`src/design/stcr_pkg.sv`:
```
`timescale 1ns / 1ps
`default_nettype none

package stcr_pkg;

    localparam int ROW_W   = 7;
    localparam int COL_W   = 8;
    localparam int COLOR_W = 2;
    localparam int KIND_W  = 2;
    localparam int RUN_CNT_W = 4;
    localparam int ROWS    = 1 << ROW_W;

    // Last run slot of one point, the final column pixel included.
    localparam logic [RUN_CNT_W-1:0] LAST_SLOT      = 4'd15;
    localparam logic [RUN_CNT_W-1:0] LAST_SEG_SLOT  = 4'd14;

    localparam logic [COLOR_W-1:0] COLOR_BLACK  = 2'd0;
    localparam logic [COLOR_W-1:0] COLOR_WHITE  = 2'd1;
    localparam logic [COLOR_W-1:0] COLOR_YELLOW = 2'd2;

    localparam logic [KIND_W-1:0] KIND_ON    = 2'd0;
    localparam logic [KIND_W-1:0] KIND_ABOVE = 2'd1;
    localparam logic [KIND_W-1:0] KIND_BELOW = 2'd2;

    localparam logic [1:0] CFG_TOP_ROW     = 2'd0;
    localparam logic [1:0] CFG_BOTTOM_ROW  = 2'd1;
    localparam logic [1:0] CFG_CENTER_ROW  = 2'd2;
    localparam logic [1:0] CFG_LEFT_COLUMN = 2'd3;

    typedef struct packed {
        logic               seg_ok;
        logic               erase;
        logic               up;
        logic [COL_W-1:0]   column;
        logic [ROW_W-1:0]   row_start;
        logic [ROW_W-1:0]   row_end;
        logic [COLOR_W-1:0] grid_color;
        logic               end_pix;
        logic [COL_W-1:0]   end_column;
        logic [ROW_W-1:0]   end_row;
        logic [COLOR_W-1:0] end_color;
    } t_job;

    typedef struct packed {
        logic [COLOR_W-1:0] color;
        logic [ROW_W-1:0]   row_last;
        logic [ROW_W-1:0]   row_first;
        logic [COL_W-1:0]   column;
    } t_run;

endpackage

`default_nettype wire

```
`src/design/stcr_front.sv`:
```
`timescale 1ns / 1ps
`default_nettype none

module stcr_front #(
    parameter int COLUMNS     = 95,
    parameter int GRID_PERIOD = 16
) (
    input  wire                          i_clk,
    input  wire                          i_rst_n,
    input  wire                          i_valid,
    output logic                         o_ready,
    input  wire                          i_cmd,
    input  wire  [stcr_pkg::KIND_W-1:0]  i_point_kind,
    input  wire  [stcr_pkg::ROW_W-1:0]   i_point_row,
    input  wire  [stcr_pkg::ROW_W-1:0]   i_top_row,
    input  wire  [stcr_pkg::ROW_W-1:0]   i_bottom_row,
    input  wire  [stcr_pkg::COL_W-1:0]   i_left_column,
    input  wire                          i_queue_full,
    output logic                         o_push,
    output stcr_pkg::t_job               o_job
);
    import stcr_pkg::*;

    localparam int PH_W = (GRID_PERIOD > 1) ? $clog2(GRID_PERIOD) : 1;
    localparam logic [ROW_W-1:0] LAST_COL_IDX = ROW_W'(COLUMNS - 1);
    localparam logic [PH_W-1:0]  LAST_PHASE   = PH_W'(GRID_PERIOD - 1);

    logic [KIND_W-1:0] r_prev_kind, n_prev_kind;
    logic [ROW_W-1:0]  r_prev_row, n_prev_row;
    logic [ROW_W-1:0]  r_count, n_count;
    logic [PH_W-1:0]   r_phase, n_phase;

    logic              w_accept;
    logic [KIND_W-1:0] w_kb;
    logic              w_final;
    logic              w_ok;
    logic              w_up;
    logic [ROW_W-1:0]  w_s;
    logic [ROW_W-1:0]  w_e;
    logic [ROW_W-1:0]  a;
    logic [ROW_W-1:0]  b;

    assign o_ready  = !i_queue_full;
    assign w_accept = i_valid && o_ready;
    assign w_kb     = (i_point_kind >= KIND_BELOW) ? KIND_BELOW : i_point_kind;
    assign w_final  = (r_count == LAST_COL_IDX);
    assign a        = r_prev_row;
    assign b        = i_point_row;

    always_comb begin
        w_ok = 1'b0;
        w_up = 1'b1;
        w_s  = a;
        w_e  = b;
        if (r_prev_kind == KIND_ON && w_kb == KIND_ON) begin
            w_ok = (a != b);
            w_up = (a < b);
            w_e  = (a < b) ? b - 7'd1 : b + 7'd1;
        end else if (r_prev_kind == KIND_ON && w_kb == KIND_ABOVE) begin
            w_e  = i_top_row;
            w_up = 1'b0;
            w_ok = (a >= i_top_row);
        end else if (r_prev_kind == KIND_ON && w_kb == KIND_BELOW) begin
            w_e  = i_bottom_row;
            w_ok = (a <= i_bottom_row);
        end else if (r_prev_kind == KIND_ABOVE && w_kb == KIND_ON) begin
            w_s  = i_top_row;
            w_e  = b - 7'd1;
            w_ok = (b > i_top_row);
        end else if (r_prev_kind == KIND_BELOW && w_kb == KIND_ON) begin
            w_s  = i_bottom_row;
            w_e  = b + 7'd1;
            w_up = 1'b0;
            w_ok = (b < i_bottom_row);
        end else if (r_prev_kind == KIND_BELOW && w_kb == KIND_ABOVE) begin
            w_s  = i_bottom_row;
            w_e  = i_top_row;
            w_up = 1'b0;
            w_ok = (i_bottom_row >= i_top_row);
        end else if (r_prev_kind == KIND_ABOVE && w_kb == KIND_BELOW) begin
            w_s  = i_top_row;
            w_e  = i_bottom_row;
            w_ok = (i_top_row <= i_bottom_row);
        end
    end

    always_comb begin
        o_job.seg_ok     = w_ok && (r_count != '0);
        o_job.erase      = i_cmd;
        o_job.up         = w_up;
        o_job.column     = i_left_column + COL_W'(r_count) - 8'd1;
        o_job.row_start  = w_s;
        o_job.row_end    = w_e;
        // The previous column is a vertical grid line when this column starts a period.
        o_job.grid_color = (r_phase == '0) ? COLOR_WHITE : COLOR_BLACK;
        o_job.end_pix    = w_final && (w_kb == KIND_ON);
        o_job.end_column = i_left_column + COL_W'(COLUMNS - 1);
        o_job.end_row    = b;
        o_job.end_color  = i_cmd ? COLOR_WHITE : COLOR_YELLOW;
    end

    assign o_push = w_accept && (o_job.seg_ok || o_job.end_pix);

    always_comb begin
        n_prev_kind = r_prev_kind;
        n_prev_row  = r_prev_row;
        n_count     = r_count;
        n_phase     = r_phase;
        if (w_accept) begin
            n_prev_kind = w_kb;
            n_prev_row  = b;
            if (w_final) begin
                n_count = '0;
                n_phase = '0;
            end else begin
                n_count = r_count + 7'd1;
                n_phase = (r_phase == LAST_PHASE) ? '0 : r_phase + PH_W'(1);
            end
        end
    end

    always_ff @(posedge i_clk) begin
        if (!i_rst_n) begin
            r_prev_kind <= KIND_ON;
            r_prev_row  <= '0;
            r_count     <= '0;
            r_phase     <= '0;
        end else begin
            r_prev_kind <= n_prev_kind;
            r_prev_row  <= n_prev_row;
            r_count     <= n_count;
            r_phase     <= n_phase;
        end
    end

endmodule

`default_nettype wire

```
`src/design/stcr_fifo.sv`:
```
`timescale 1ns / 1ps
`default_nettype none

module stcr_fifo #(
    parameter int DEPTH = 4
) (
    input  wire             i_clk,
    input  wire             i_rst_n,
    input  wire             i_push,
    input  stcr_pkg::t_job  i_job,
    output logic            o_full,
    input  wire             i_pop,
    output logic            o_not_empty,
    output stcr_pkg::t_job  o_job
);
    import stcr_pkg::*;

    localparam int PTR_W = (DEPTH > 1) ? $clog2(DEPTH) : 1;
    localparam int CNT_W = $clog2(DEPTH + 1);
    localparam logic [PTR_W-1:0] LAST_PTR = PTR_W'(DEPTH - 1);
    localparam logic [CNT_W-1:0] FULL_CNT = CNT_W'(DEPTH);

    t_job              r_mem [DEPTH];
    logic [PTR_W-1:0]  r_wr, n_wr;
    logic [PTR_W-1:0]  r_rd, n_rd;
    logic [CNT_W-1:0]  r_cnt, n_cnt;

    assign o_full      = (r_cnt == FULL_CNT);
    assign o_not_empty = (r_cnt != '0);
    assign o_job       = r_mem[r_rd];

    always_comb begin
        n_wr  = r_wr;
        n_rd  = r_rd;
        n_cnt = r_cnt;
        if (i_push) begin
            n_wr = (r_wr == LAST_PTR) ? '0 : r_wr + PTR_W'(1);
        end
        if (i_pop) begin
            n_rd = (r_rd == LAST_PTR) ? '0 : r_rd + PTR_W'(1);
        end
        if (i_push && !i_pop) begin
            n_cnt = r_cnt + CNT_W'(1);
        end else if (!i_push && i_pop) begin
            n_cnt = r_cnt - CNT_W'(1);
        end
    end

    always_ff @(posedge i_clk) begin
        if (!i_rst_n) begin
            r_wr  <= '0;
            r_rd  <= '0;
            r_cnt <= '0;
        end else begin
            r_wr  <= n_wr;
            r_rd  <= n_rd;
            r_cnt <= n_cnt;
        end
    end

    always_ff @(posedge i_clk) begin
        if (i_push) begin
            r_mem[r_wr] <= i_job;
        end
    end

endmodule

`default_nettype wire

```
`src/design/stcr_back.sv`:
```
`timescale 1ns / 1ps
`default_nettype none

module stcr_back #(
    parameter int GRID_PERIOD = 16
) (
    input  wire                         i_clk,
    input  wire                         i_rst_n,
    input  wire                         i_job_valid,
    input  stcr_pkg::t_job              i_job,
    output logic                        o_pop,
    input  wire  [stcr_pkg::ROW_W-1:0]  i_center_row,
    input  wire  [stcr_pkg::ROW_W-1:0]  i_bottom_row,
    output logic                        o_valid,
    input  wire                         i_ready,
    output stcr_pkg::t_run              o_run,
    output logic                        o_last
);
    import stcr_pkg::*;

    localparam int MOD_W = (GRID_PERIOD > 1) ? $clog2(GRID_PERIOD) : 1;
    localparam logic [7:0] GP8 = 8'(GRID_PERIOD);
    localparam bit HAS_GRID = (GRID_PERIOD > 2);

    logic [MOD_W-1:0] w_mod [ROWS];

    for (genvar g = 0; g < ROWS; g++) begin : g_mod
        assign w_mod[g] = MOD_W'(g % GRID_PERIOD);
    end

    logic                 r_busy;
    logic                 r_in_end;
    logic                 r_out_valid;
    logic                 r_out_last;
    t_run                 r_out;
    t_job                 r_job;
    logic [ROW_W-1:0]     r_y;
    logic [RUN_CNT_W-1:0] r_cnt;

    logic                 w_adv;
    logic                 w_step;
    logic                 w_seg_done;
    logic                 w_job_done;
    logic                 w_last;
    t_run                 w_run;
    logic [ROW_W-1:0]     w_next_y;

    logic [7:0]           y8;
    logic [7:0]           e8;
    logic [7:0]           c8;
    logic [7:0]           b8;
    logic [7:0]           m8;
    logic [7:0]           w_dg;
    logic [7:0]           w_lim;
    logic                 w_is_c;
    logic                 w_is_b;
    logic                 w_is_g;
    logic                 w_special;
    logic [ROW_W-1:0]     w_seg_last;
    logic [COLOR_W-1:0]   w_seg_color;

    assign y8 = {1'b0, r_y};
    assign e8 = {1'b0, r_job.row_end};
    assign c8 = {1'b0, i_center_row};
    assign b8 = {1'b0, i_bottom_row};
    assign m8 = 8'(w_mod[r_y]);

    assign w_is_c    = (r_y == i_center_row);
    assign w_is_b    = (r_y == i_bottom_row);
    assign w_is_g    = HAS_GRID && (m8 == 8'd2);
    assign w_special = w_is_c || w_is_g || w_is_b;

    // Erase walk: one run from the current row up to the row before the next
    // special row or the segment end, whichever is first; a special row is a run alone.
    always_comb begin
        if (r_job.up) begin
            w_dg  = (m8 < 8'd2) ? 8'd2 - m8 : GP8 + 8'd2 - m8;
            w_lim = e8 - y8;
        end else begin
            w_dg  = (m8 > 8'd2) ? m8 - 8'd2 : m8 + GP8 - 8'd2;
            w_lim = y8 - e8;
        end
        if (HAS_GRID && (w_dg - 8'd1 < w_lim)) begin
            w_lim = w_dg - 8'd1;
        end
        if (r_job.up && c8 > y8 && (c8 - y8 - 8'd1 < w_lim)) begin
            w_lim = c8 - y8 - 8'd1;
        end
        if (!r_job.up && c8 < y8 && (y8 - c8 - 8'd1 < w_lim)) begin
            w_lim = y8 - c8 - 8'd1;
        end
        if (r_job.up && b8 > y8 && (b8 - y8 - 8'd1 < w_lim)) begin
            w_lim = b8 - y8 - 8'd1;
        end
        if (!r_job.up && b8 < y8 && (y8 - b8 - 8'd1 < w_lim)) begin
            w_lim = y8 - b8 - 8'd1;
        end
        if (w_special) begin
            w_lim = 8'd0;
        end
        w_seg_last = r_job.up ? ROW_W'(y8 + w_lim) : ROW_W'(y8 - w_lim);
        if (w_is_c) begin
            w_seg_color = COLOR_YELLOW;
        end else if (w_special) begin
            w_seg_color = COLOR_WHITE;
        end else begin
            w_seg_color = r_job.grid_color;
        end
    end

    always_comb begin
        w_run.column    = r_job.column;
        w_run.row_first = r_y;
        w_run.row_last  = r_job.row_end;
        w_run.color     = COLOR_YELLOW;
        w_seg_done      = 1'b1;
        w_job_done      = 1'b1;
        w_last          = 1'b1;
        w_next_y        = r_y;
        if (r_in_end) begin
            w_run.column    = r_job.end_column;
            w_run.row_first = r_job.end_row;
            w_run.row_last  = r_job.end_row;
            w_run.color     = r_job.end_color;
        end else begin
            if (r_job.erase) begin
                w_run.row_last = w_seg_last;
                w_run.color    = w_seg_color;
            end
            w_next_y   = r_job.up ? w_run.row_last + 7'd1 : w_run.row_last - 7'd1;
            // A segment stops early once the result slots run out.
            w_seg_done = (w_run.row_last == r_job.row_end) ||
                         (r_cnt == (r_job.end_pix ? LAST_SEG_SLOT : LAST_SLOT));
            w_job_done = w_seg_done && !r_job.end_pix;
            w_last     = w_job_done;
        end
    end

    assign w_adv  = !r_out_valid || i_ready;
    assign w_step = r_busy && w_adv;
    assign o_pop  = i_job_valid && (!r_busy || (w_step && w_job_done));

    assign o_valid = r_out_valid;
    assign o_run   = r_out;
    assign o_last  = r_out_last;

    always_ff @(posedge i_clk) begin
        if (!i_rst_n) begin
            r_busy      <= 1'b0;
            r_in_end    <= 1'b0;
            r_out_valid <= 1'b0;
            r_cnt       <= '0;
        end else begin
            if (w_adv) begin
                r_out_valid <= w_step;
            end
            if (o_pop) begin
                r_busy   <= 1'b1;
                r_in_end <= !i_job.seg_ok;
                r_cnt    <= '0;
            end else if (w_step) begin
                if (w_job_done) begin
                    r_busy <= 1'b0;
                end else if (w_seg_done) begin
                    r_in_end <= 1'b1;
                end else begin
                    r_cnt <= r_cnt + RUN_CNT_W'(1);
                end
            end
        end
    end

    always_ff @(posedge i_clk) begin
        if (w_step) begin
            r_out      <= w_run;
            r_out_last <= w_last;
        end
        if (o_pop) begin
            r_job <= i_job;
            r_y   <= i_job.row_start;
        end else if (w_step) begin
            r_y <= w_next_y;
        end
    end

endmodule

`default_nettype wire

```
`src/design/scope_trace_column_rasterizer_core.sv`:
```
// Turns the trace points of one frame, one point per screen column, into
// vertical pixel runs for a display write port.
// Input channel: one point per transfer; tuser carries the draw or erase
// command and the point kind, tdata the point row. The first point of a frame
// only sets the start; every later point yields the runs of the previous
// column, and the last column of the frame adds a single pixel for an on-screen point.
// Output channel: one run per transfer (column, first row, last row, colour),
// with tlast on the final run caused by a point. A point that causes no run
// gives no transfer.
// The front part takes one point per cycle into a small job queue while the
// queue is not full. The back part emits one run per cycle while the receiver
// is ready; a queued point makes between one and sixteen runs. The first run of a
// point passes the job queue, the back part's job register and its output register.
// The output is a single register; when the receiver stalls it holds, the back
// part waits and the input keeps accepting until the queue is full.
// Reset restores the default rows and left column and starts a new frame.
// Configuration writes take effect at the next edge and must be made while idle; nothing enforces it.
`timescale 1ns / 1ps
`default_nettype none

module scope_trace_column_rasterizer_core #(
    parameter int COLUMNS     = 95,
    parameter int GRID_PERIOD = 16,
    parameter int QUEUE_DEPTH = 4
) (
    input  wire         i_clk,
    input  wire         i_rst_n,
    input  wire         i_cfg_we,
    input  wire  [1:0]  i_cfg_addr,
    input  wire  [7:0]  i_cfg_wdata,
    input  wire         i_s_axis_tvalid,
    output logic        o_s_axis_tready,
    input  wire  [7:0]  i_s_axis_tdata,  // point_row[6:0], zero pad
    input  wire  [2:0]  i_s_axis_tuser,  // cmd[0], point_kind[2:1]
    output logic        o_m_axis_tvalid,
    input  wire         i_m_axis_tready,
    output logic [23:0] o_m_axis_tdata,  // column[7:0], row_first[14:8],
                                         // row_last[21:15], color[23:22]
    output logic        o_m_axis_tlast
);
    import stcr_pkg::*;

    logic [ROW_W-1:0] r_top_row;
    logic [ROW_W-1:0] r_bottom_row;
    logic [ROW_W-1:0] r_center_row;
    logic [COL_W-1:0] r_left_column;

    logic  w_push;
    logic  w_pop;
    logic  w_full;
    logic  w_not_empty;
    t_job  w_job_in;
    t_job  w_job_out;
    t_run  w_run;

    always_ff @(posedge i_clk) begin
        if (!i_rst_n) begin
            r_top_row     <= 7'd3;
            r_bottom_row  <= 7'd97;
            r_center_row  <= 7'd50;
            r_left_column <= 8'd4;
        end else if (i_cfg_we) begin
            unique case (i_cfg_addr)
                CFG_TOP_ROW:     r_top_row     <= i_cfg_wdata[ROW_W-1:0];
                CFG_BOTTOM_ROW:  r_bottom_row  <= i_cfg_wdata[ROW_W-1:0];
                CFG_CENTER_ROW:  r_center_row  <= i_cfg_wdata[ROW_W-1:0];
                CFG_LEFT_COLUMN: r_left_column <= i_cfg_wdata;
                default:         r_left_column <= r_left_column;
            endcase
        end
    end

    stcr_front #(
        .COLUMNS     (COLUMNS),
        .GRID_PERIOD (GRID_PERIOD)
    ) u_front (
        .i_clk         (i_clk),
        .i_rst_n       (i_rst_n),
        .i_valid       (i_s_axis_tvalid),
        .o_ready       (o_s_axis_tready),
        .i_cmd         (i_s_axis_tuser[0]),
        .i_point_kind  (i_s_axis_tuser[2:1]),
        .i_point_row   (i_s_axis_tdata[ROW_W-1:0]),
        .i_top_row     (r_top_row),
        .i_bottom_row  (r_bottom_row),
        .i_left_column (r_left_column),
        .i_queue_full  (w_full),
        .o_push        (w_push),
        .o_job         (w_job_in)
    );

    stcr_fifo #(
        .DEPTH (QUEUE_DEPTH)
    ) u_fifo (
        .i_clk       (i_clk),
        .i_rst_n     (i_rst_n),
        .i_push      (w_push),
        .i_job       (w_job_in),
        .o_full      (w_full),
        .i_pop       (w_pop),
        .o_not_empty (w_not_empty),
        .o_job       (w_job_out)
    );

    stcr_back #(
        .GRID_PERIOD (GRID_PERIOD)
    ) u_back (
        .i_clk        (i_clk),
        .i_rst_n      (i_rst_n),
        .i_job_valid  (w_not_empty),
        .i_job        (w_job_out),
        .o_pop        (w_pop),
        .i_center_row (r_center_row),
        .i_bottom_row (r_bottom_row),
        .o_valid      (o_m_axis_tvalid),
        .i_ready      (i_m_axis_tready),
        .o_run        (w_run),
        .o_last       (o_m_axis_tlast)
    );

    assign o_m_axis_tdata = w_run;

endmodule

`default_nettype wire

```
`config.mk`:
```
export PLATFORM = sky130hd
export DESIGN_NAME = scope_trace_column_rasterizer_core
export DESIGN_NICKNAME = d
export VERILOG_FILES = /design/src/design/stcr_pkg.sv /design/src/design/stcr_front.sv /design/src/design/stcr_fifo.sv /design/src/design/stcr_back.sv /design/src/design/scope_trace_column_rasterizer_core.sv
export SDC_FILE = /design/constraint.sdc
export NUM_CORES = 1
export LEC_CHECK = 0
export ABC_AREA = 1
export BUFFER_PORTS_ARGS = -buffer_cell sky130_fd_sc_hd__buf_2
export CAP_MARGIN = 20
export CORE_ASPECT_RATIO = 0.75
export CORE_UTILIZATION = 39
export DETAILED_ROUTE_END_ITERATION = 10
export SYNTH_ARGS = -nofsm -noshare
export SYNTH_HDL_FRONTEND = slang
export SYNTH_SLANG_ARGS = --single-unit
export TNS_END_PERCENT = 50
```
`constraint.sdc`:
```
create_clock -name i_clk -period 15.9 [get_ports i_clk]
set_clock_uncertainty 0.05 [all_clocks]
set_input_delay 4.77 -clock i_clk [delete_from_list [all_inputs] [get_ports i_clk]]
set_output_delay 4.77 -clock i_clk [all_outputs]
set_load 0.05 [all_outputs]
```
### Word-level counts from Yosys, hierarchy flattened

Memories as Yosys holds them, arrays and structs flattened. A register that Yosys moved wholly into a read port is not among the register bits.
Index checks and enable logic that the tools add are counted.

* ROM bits: 512
* input port bits: 26
* memories: 2
* bits in latches: 0
* word-level logic and storage cells: 241
* bits in writable memories: 176
* output and inout bits: 27
* bits in registers: 132

Memory list
* (no name shown): depth 128, width 4, rd ports 1, clocked after Yosys merged registers in 0, wr ports 0, line stcr_back.sv:66 `assign m8 = 8'(w_mod[r_y]);`
* u_fifo.r_mem: depth 4, width 44, rd ports 1, clocked after Yosys merged registers in 1, wr ports 1, line stcr_fifo.sv:23 `t_job r_mem [DEPTH];`

* add/subtract/negate cells: 32
* shift-type cells: 0
* bitwise logic cells: 4
* reduce and logical (&&, ||, !) cells: 58
* multiplexer cells: 75
* equality and inequality tests: 20
* multipliers: 0
* magnitude comparators: 20
* div/mod/pow operators: 0

Operators with widths (count)
* $mux 7: 23
* $mux 8: 8
* $sub 7x7->8: 6
* $sub 8x1->8 const B: 6
* $lt 8x8->1: 5
* $lt 7x7->1: 4
* $mux 9: 3
* $mux 1: 26
* $logic_and 1x1->1: 25
* $add 7x1->7 const B: 3
* $eq 7x7->1: 3
* $gt 7x7->1: 3
* $mux 2: 8
* $mux 4: 4
* $mux 15: 1
* $ge 7x7->1: 2
* $le 7x7->1: 2
* $sub 7x1->7 const B: 2
* $eq 2x2->1 const B: 6
* $reduce_and 2->1: 6
* $add 4x1->4 const B: 2
* $add 8x7->8: 1
* $add 8x7->8 const B: 1
* $ge 8x8->1 const B: 1
* other kinds (33): 58

### Depth between registers and ports, before layout

* depth in word-level cells: 38
* mapped depth: 93
* depth with buffers taken out: 87

### Cells and area by module

Synthesis repeated with hierarchy kept, for this count alone.

* cells, all modules: 2048
* area, all modules: 18575.3 um^2

By module, submodules not included
* stcr_fifo: cells an instance 495, seq. area each 5585.4 um^2, area each 7155.6 um^2, times used 1
* stcr_back: cells an instance 866, seq. area each 2212.1 um^2, area each 6844.1 um^2, times used 1
* stcr_front: cells an instance 513, seq. area each 400.4 um^2, area each 3369.5 um^2, times used 1
* scope_trace_column_rasterizer_core: cells an instance 174, seq. area each 580.6 um^2, area each 1206.2 um^2, times used 1

### Worst setup path before layout

OpenSTA, ideal clock, no wires.

* kind: reg-to-reg
* start point: register u_back.r_y[1]
* end point: register u_back.r_job (netlist bit u_back.e8[0]) (enable)
* clock period less this slack: 12416 ps
* cell stages (with the launch flop): 72
* setup time: 390 ps
* buffers on the path: 6
* arrival: 11976 ps
* data required time: 15460 ps
* path slack: 3484 ps
* cell sequence: edfxtp_1 inv_1 ha_1 ha_1 inv_1 nand2_1 inv_1 ha_1 inv_1 o21ai_0 inv_1 nor2_1 nand2_1 nand2_1 nand2_1 inv_1 ha_1 a21oi_1 [36 not listed] a21oi_1 nor2_1 nor2_1 nor2_1 o21ai_0 nand2_1 or2_2 nand3_1 o21ai_0 xor2_1 a2111oi_0 nand3_1 nand2_2 nand3_2 nand2_2 nand2_2 buf_2 inv_1

* longest elaborated chain between the ends: 35
* elaborated cells between the ends (all ways): 66
* those cells by class: add/sub: 18; order compare: 11; eq/ne: 4; mux: 16; bitwise: 1; reduce/logical: 15; memory: 1

Ends and longest elaborated chain
* start, declared: line stcr_back.sv:37 `logic [ROW_W-1:0] r_y;`
* start signal, assigned: line stcr_back.sv:180 `r_y <= i_job.row_start;`
* start signal, assigned: line stcr_back.sv:182 `r_y <= w_next_y;`
* $not 7->8 (not written as such): line stcr_back.sv:66
* $mem_v2 128x4
* $mux 4 (not written as such) (2 in series): line stcr_back.sv:66
* $add 4x5->6: line stcr_back.sv:80 `w_dg = (m8 > 8'd2) ? m8 - 8'd2 : m8 + GP8 - 8'd2;`
* $sub 8x2->8: line stcr_back.sv:80
* $mux 8: line stcr_back.sv:80
* $mux 8: line stcr_back.sv:76 `if (r_job.up) begin`
* $sub 8x1->8: line stcr_back.sv:83, stcr_back.sv:84
* [19 not listed]
* $eq 7x7->1 (*): line stcr_back.sv:132 `w_seg_done = (w_run.row_last == r_job.row_end) ||`
* $logic_or 1x1->1 (*): line stcr_back.sv:132
* $logic_and 1x1->1 (*): line stcr_back.sv:134 `w_job_done = w_seg_done && !r_job.end_pix;`
* $mux 1 (*)
* $logic_and 1x1->1 (*): line stcr_back.sv:141 `assign o_pop = i_job_valid && (!r_busy || (w_step && w_job_done));`
* $logic_or 1x1->1 (*): line stcr_back.sv:141
* $logic_and 1x1->1 (*): line stcr_back.sv:141
* via u_back.o_pop: line stcr_back.sv:11 `output logic o_pop,`
* end signal, assigned: line stcr_back.sv:179 `r_job <= i_job;`
* end, declared: line stcr_back.sv:36 `t_job r_job;`

The timed path passes the listed nets; every way through them passes the cells marked *. The select of a mux whose other input is x is not followed.
A chain may end at the register's enable or synchronous reset.

### Final worst setup path

* start point: register u_back.r_y[1]
* end point: register u_back.r_job[39] (netlist name) (enable)

The elaborated chain is that of the path after synthesis.

==> metrics.md <==
| Metric | Value |
|---|---|
| Status | finished, violations left |
| Detailed Routing Iterations Pass 1 | 11 |
| Routed vias/inst | between 5 and 6 |
| Reg-to-reg startpoint | u_back.r_y[1]$_DFFE_PP_ |
| Die ar. | 45900 um^2 |
| Critical path data arrival time | 14730 ps |
| Post-synthesis sequential area ratio | 0.483 |
| Hold Fails Final Rpt | 0 |
| CP Launch Type | flop |
| Hold Path Class | reg2reg |
| Cell mode on critical path | ha_1 |
| Period minus WS final | 14510 ps |
| Initial antenna violation count | 1 |
| Sinks on Clock Net | 304 |
| CTS root buf | clkbuf_16 |
| Actual slew at the worst max-slew pin | 987 ps |
| Leading area contributor after synthesis | edfxtp_1 |
| Vias | between 10k and 15k |
| First-pass GRT wire length | around 75 mm |
| RSZ-0062 raised after global routing | no |
| Number of synthesized flops with an enable pin | about 240 |
| Synth unique cells | 58 |
| Slowest CP cell | edfxtp_1 |
| #FFs+latches synth | 304 |
| CP endpoint kind | flop |
| Core area | 43800 um^2 |
| Cell with the most instances after synthesis | nand2_1 |
| WL met3 | approximately 4.4 mm |
| Hold Path Cell Cnt | 2 |
| Synth top area share | 0.409 |
| Hold_sp | r_center_row[6]$_SDFFE_PN0P_ |
| Hold Buf Count CTS | 0 |
| Ys flop type | edfxtp_1 |
| All-Layer GR Usage | 0.214 |
| WS Path Type | reg2reg |
| Final setup fails | 0 |
| Max Clock Freq | 0.0689 GHz |
| Initial Util | 0.400 |
| Violated checks | design-rule violations |
| Endpoint, Worst Hold | r_center_row[6]$_SDFFE_PN0P_ |
| Routed met1 length | 23.8 mm |
| Global route overflow | 0 |
| Reg2Reg Setup Slack | about 1400 ps |
| Max incr delay on CP | 540 ps |
| Top Ports | 53 |
| Final wirelength | 49.0 mm |
| Die outline width | roughly 250 um |
| H-tree depth | 1 |
| Slew headroom | 0.335 |
| Post-Synthesis Cells | 1890 |
| R2R cell count | 67 |
| Synth area leaders | edfxtp_1 (41%), ha_1 (12%), dfxtp_1 (7.4%), o21ai_0 (6.3%), nand2_1 (6.2%) |
| Area of the mapped netlist | 17600 um^2 |
| Critical R2R Capture | u_back.r_job[39]$_DFFE_PN_ |
| Port-buffer cells | a little over 50 |
| Final nets | 2127 |
| Synth Area per Inst | 9.29 um^2 |
| Drt wl/cell | slightly below 20 um |
| Critical Path RT | roughly 16000 ps |
| Post-DRT Antenna Nets | 0 |
| Final Cycle Share | 0.913 |
| CTS tree | yes |
| Max-cap violations | 0 |
| TritonCTS Buffers | 28 |
| CP max FO | 25 |
| Clock buffer depth | 3 |
| Final setup TNS | 0 ps |
| Final Util | 0.443 |
| RD Place Congestion | 0.919 |
| Top cells by count, synth | nand2_1 (291), edfxtp_1 (239), o21ai_0 (220) |
| Layout cell share with drive strength beyond 1 | 0.0810 |
| Number of synthesis warnings | 0 |
| Vias in the first global route | 12.9k |
| Net count after synthesis | 2088 |
| Die Ht | around 190 um |
| DRC errors left | 12 |
| Max Slew Vio Count | 0 |
| Area growth syn-to-layout | 10.5% |
| Largest net degree at the start of global routing | between 80 and 90 |
| Routed wl met2 | 19.8 mm |
| Highest routed layer | met4 |
| Insertion delay to the later sink of the worst-skew pair | between 500 and 600 ps |
| # rows | 66 |
| Clk slew on worst S/H paths | 70 ps |
| Ys async rst share | 0 |
| Post-DP HPWL | 35.1 mm |
| Starting DRC count in detailed routing | between 1k and 1.5k |
[worst max path at each step]
| stage | startpoint | to | slack (ps) | cells after the start |
|---|---|---|---|---|
| 6_report | u_back.r_y[1]$_DFFE_PP_ | u_back.r_job[39]$_DFFE_PN_ | 1390 | 67 |
| 2_1_floorplan | u_back.r_y[1]$_DFFE_PP_ | u_back.e8[0]$_DFFE_PN_ | 3480 | 71 |
| 3_5_place_dp | u_back.r_y[1]$_DFFE_PP_ | u_back.r_job[39]$_DFFE_PN_ | 1460 | 67 |
| 3_3_place_gp | u_back.r_y[1]$_DFFE_PP_ | u_back.r_job[39]$_DFFE_PN_ | 1620 | 67 |
| 5_1_grt | u_back.r_y[1]$_DFFE_PP_ | u_fifo.r_cnt[1]$_SDFFE_PN0P_ | 30 | 70 |
| 4_1_cts | u_back.r_y[1]$_DFFE_PP_ | u_back.r_job[39]$_DFFE_PN_ | 1380 | 67 |
[cells in the final DEF, fill, tap and decap left out, types with 4 or more instances in the layout]
master / synthesis / layout
inv_1: 206 / 205
dfxtp_1: 65 / 64
edfxtp_1: 239 / 239
o211ai_1: 16 / 16
o22ai_1: 39 / 39
clkbuf_1: 52 / 10
nor2_4: 0 / 4
clkbuf_16: 0 / 28
buf_2: 5 / 52
o21ai_1: 9 / 10
buf_4: 0 / 20
nor2_1: 160 / 156
nand4_1: 12 / 12
fa_1: 10 / 10
o221ai_1: 13 / 13
xor2_1: 52 / 52
a21oi_1: 147 / 147
a211oi_1: 9 / 9
nor3_1: 18 / 18
nand2_2: 17 / 17
a32o_1: 9 / 9
nand2_1: 291 / 291
clkinv_1: 3 / 4
o21ai_0: 220 / 219
ha_1: 162 / 162
nor2_2: 4 / 4
nand3_1: 63 / 63
xnor2_1: 13 / 13
inv_2: 6 / 7
[critical path: cells and delay by family (launching register included)]
family                     cells  cell delay (ps)
AOI/OAI and AO/OA             19             5260
and+or+nand+nor               26             3510
adders and majority gates     10             2700
buffers and inverters         11             1830
DFF                            1              540
xor gates and xnor gates       1              200
[flip-flops by register name, summed over array words and instances, names as in the netlist, 7 cells and up, named ones only]
name and flops:
r_bottom_row 7, r_center_row 7, r_left_column 8, r_top_row 7, u_back.e8 7, u_back.o_run 24
u_back.r_job 28, u_back.r_y 7, u_fifo.r_mem 172, u_front.a 7, u_front.r_count 7
[stage by stage]
| stage | area, um^2 | hold WS (ps) | setup WS [ps] | instances |
|---|---|---|---|---|
| global route | 19400 | 467 | 31.0 | 2529 |
| floorplan | 17600 | 402 | 3480 | 1890 |
| CTS | 19400 | 443 | 1380 | 2528 |
| detailed placement | 18500 | 434 | 1460 | 2476 |
| finish | 19400 | 440 | 1390 | 2530 |
| global placement | 18500 | 418 | 1620 | 2476 |
[routing by layer]
| layer | track usage | vias up |
|---|---|---|
| met4 | 0.0432 | 0 |
| met2 | 0.306 | 495 |
| met3 | 0.0489 | 73 |
| li1 | - | 6642 |
| met1 | 0.327 | 6467 |
| met5 | 0 | - |
[what timing repair did]
action,4_1_cts,5_1_grt
setup endpoints to repair,0,27
setup buffers,0,0
gates resized for setup,0,1
[layout make-up]
class                   instances  area (um^2)
clock inverters                12          169
inverters                     216          813
well taps                     578          723
clock buffers                  40          766
flip-flops and latches        304         8480
fillers                      4180        24400
repair buffers                 73          430
multi-input cells            1306         8020
diodes                          1         2.50
[cells by family (layout without fill, tap and decap cells)]
| family | after synthesis | in the layout | share of synthesized area |
|---|---|---|---|
| simple gates | 578 | 578 | 0.137 |
| mux | 3 | 3 | 0.00171 |
| buf+inv | 280 | 341 | 0.0617 |
| xor+xnor | 66 | 66 | 0.0334 |
| fa+ha+maj | 172 | 172 | 0.127 |
| compound gates | 487 | 487 | 0.156 |
| other cells | 0 | 1 | 0 |
| flops | 304 | 304 | 0.483 |
Power is not shown: default switching activity piles up to over one toggle a cycle in this logic, so the estimate is an artifact.
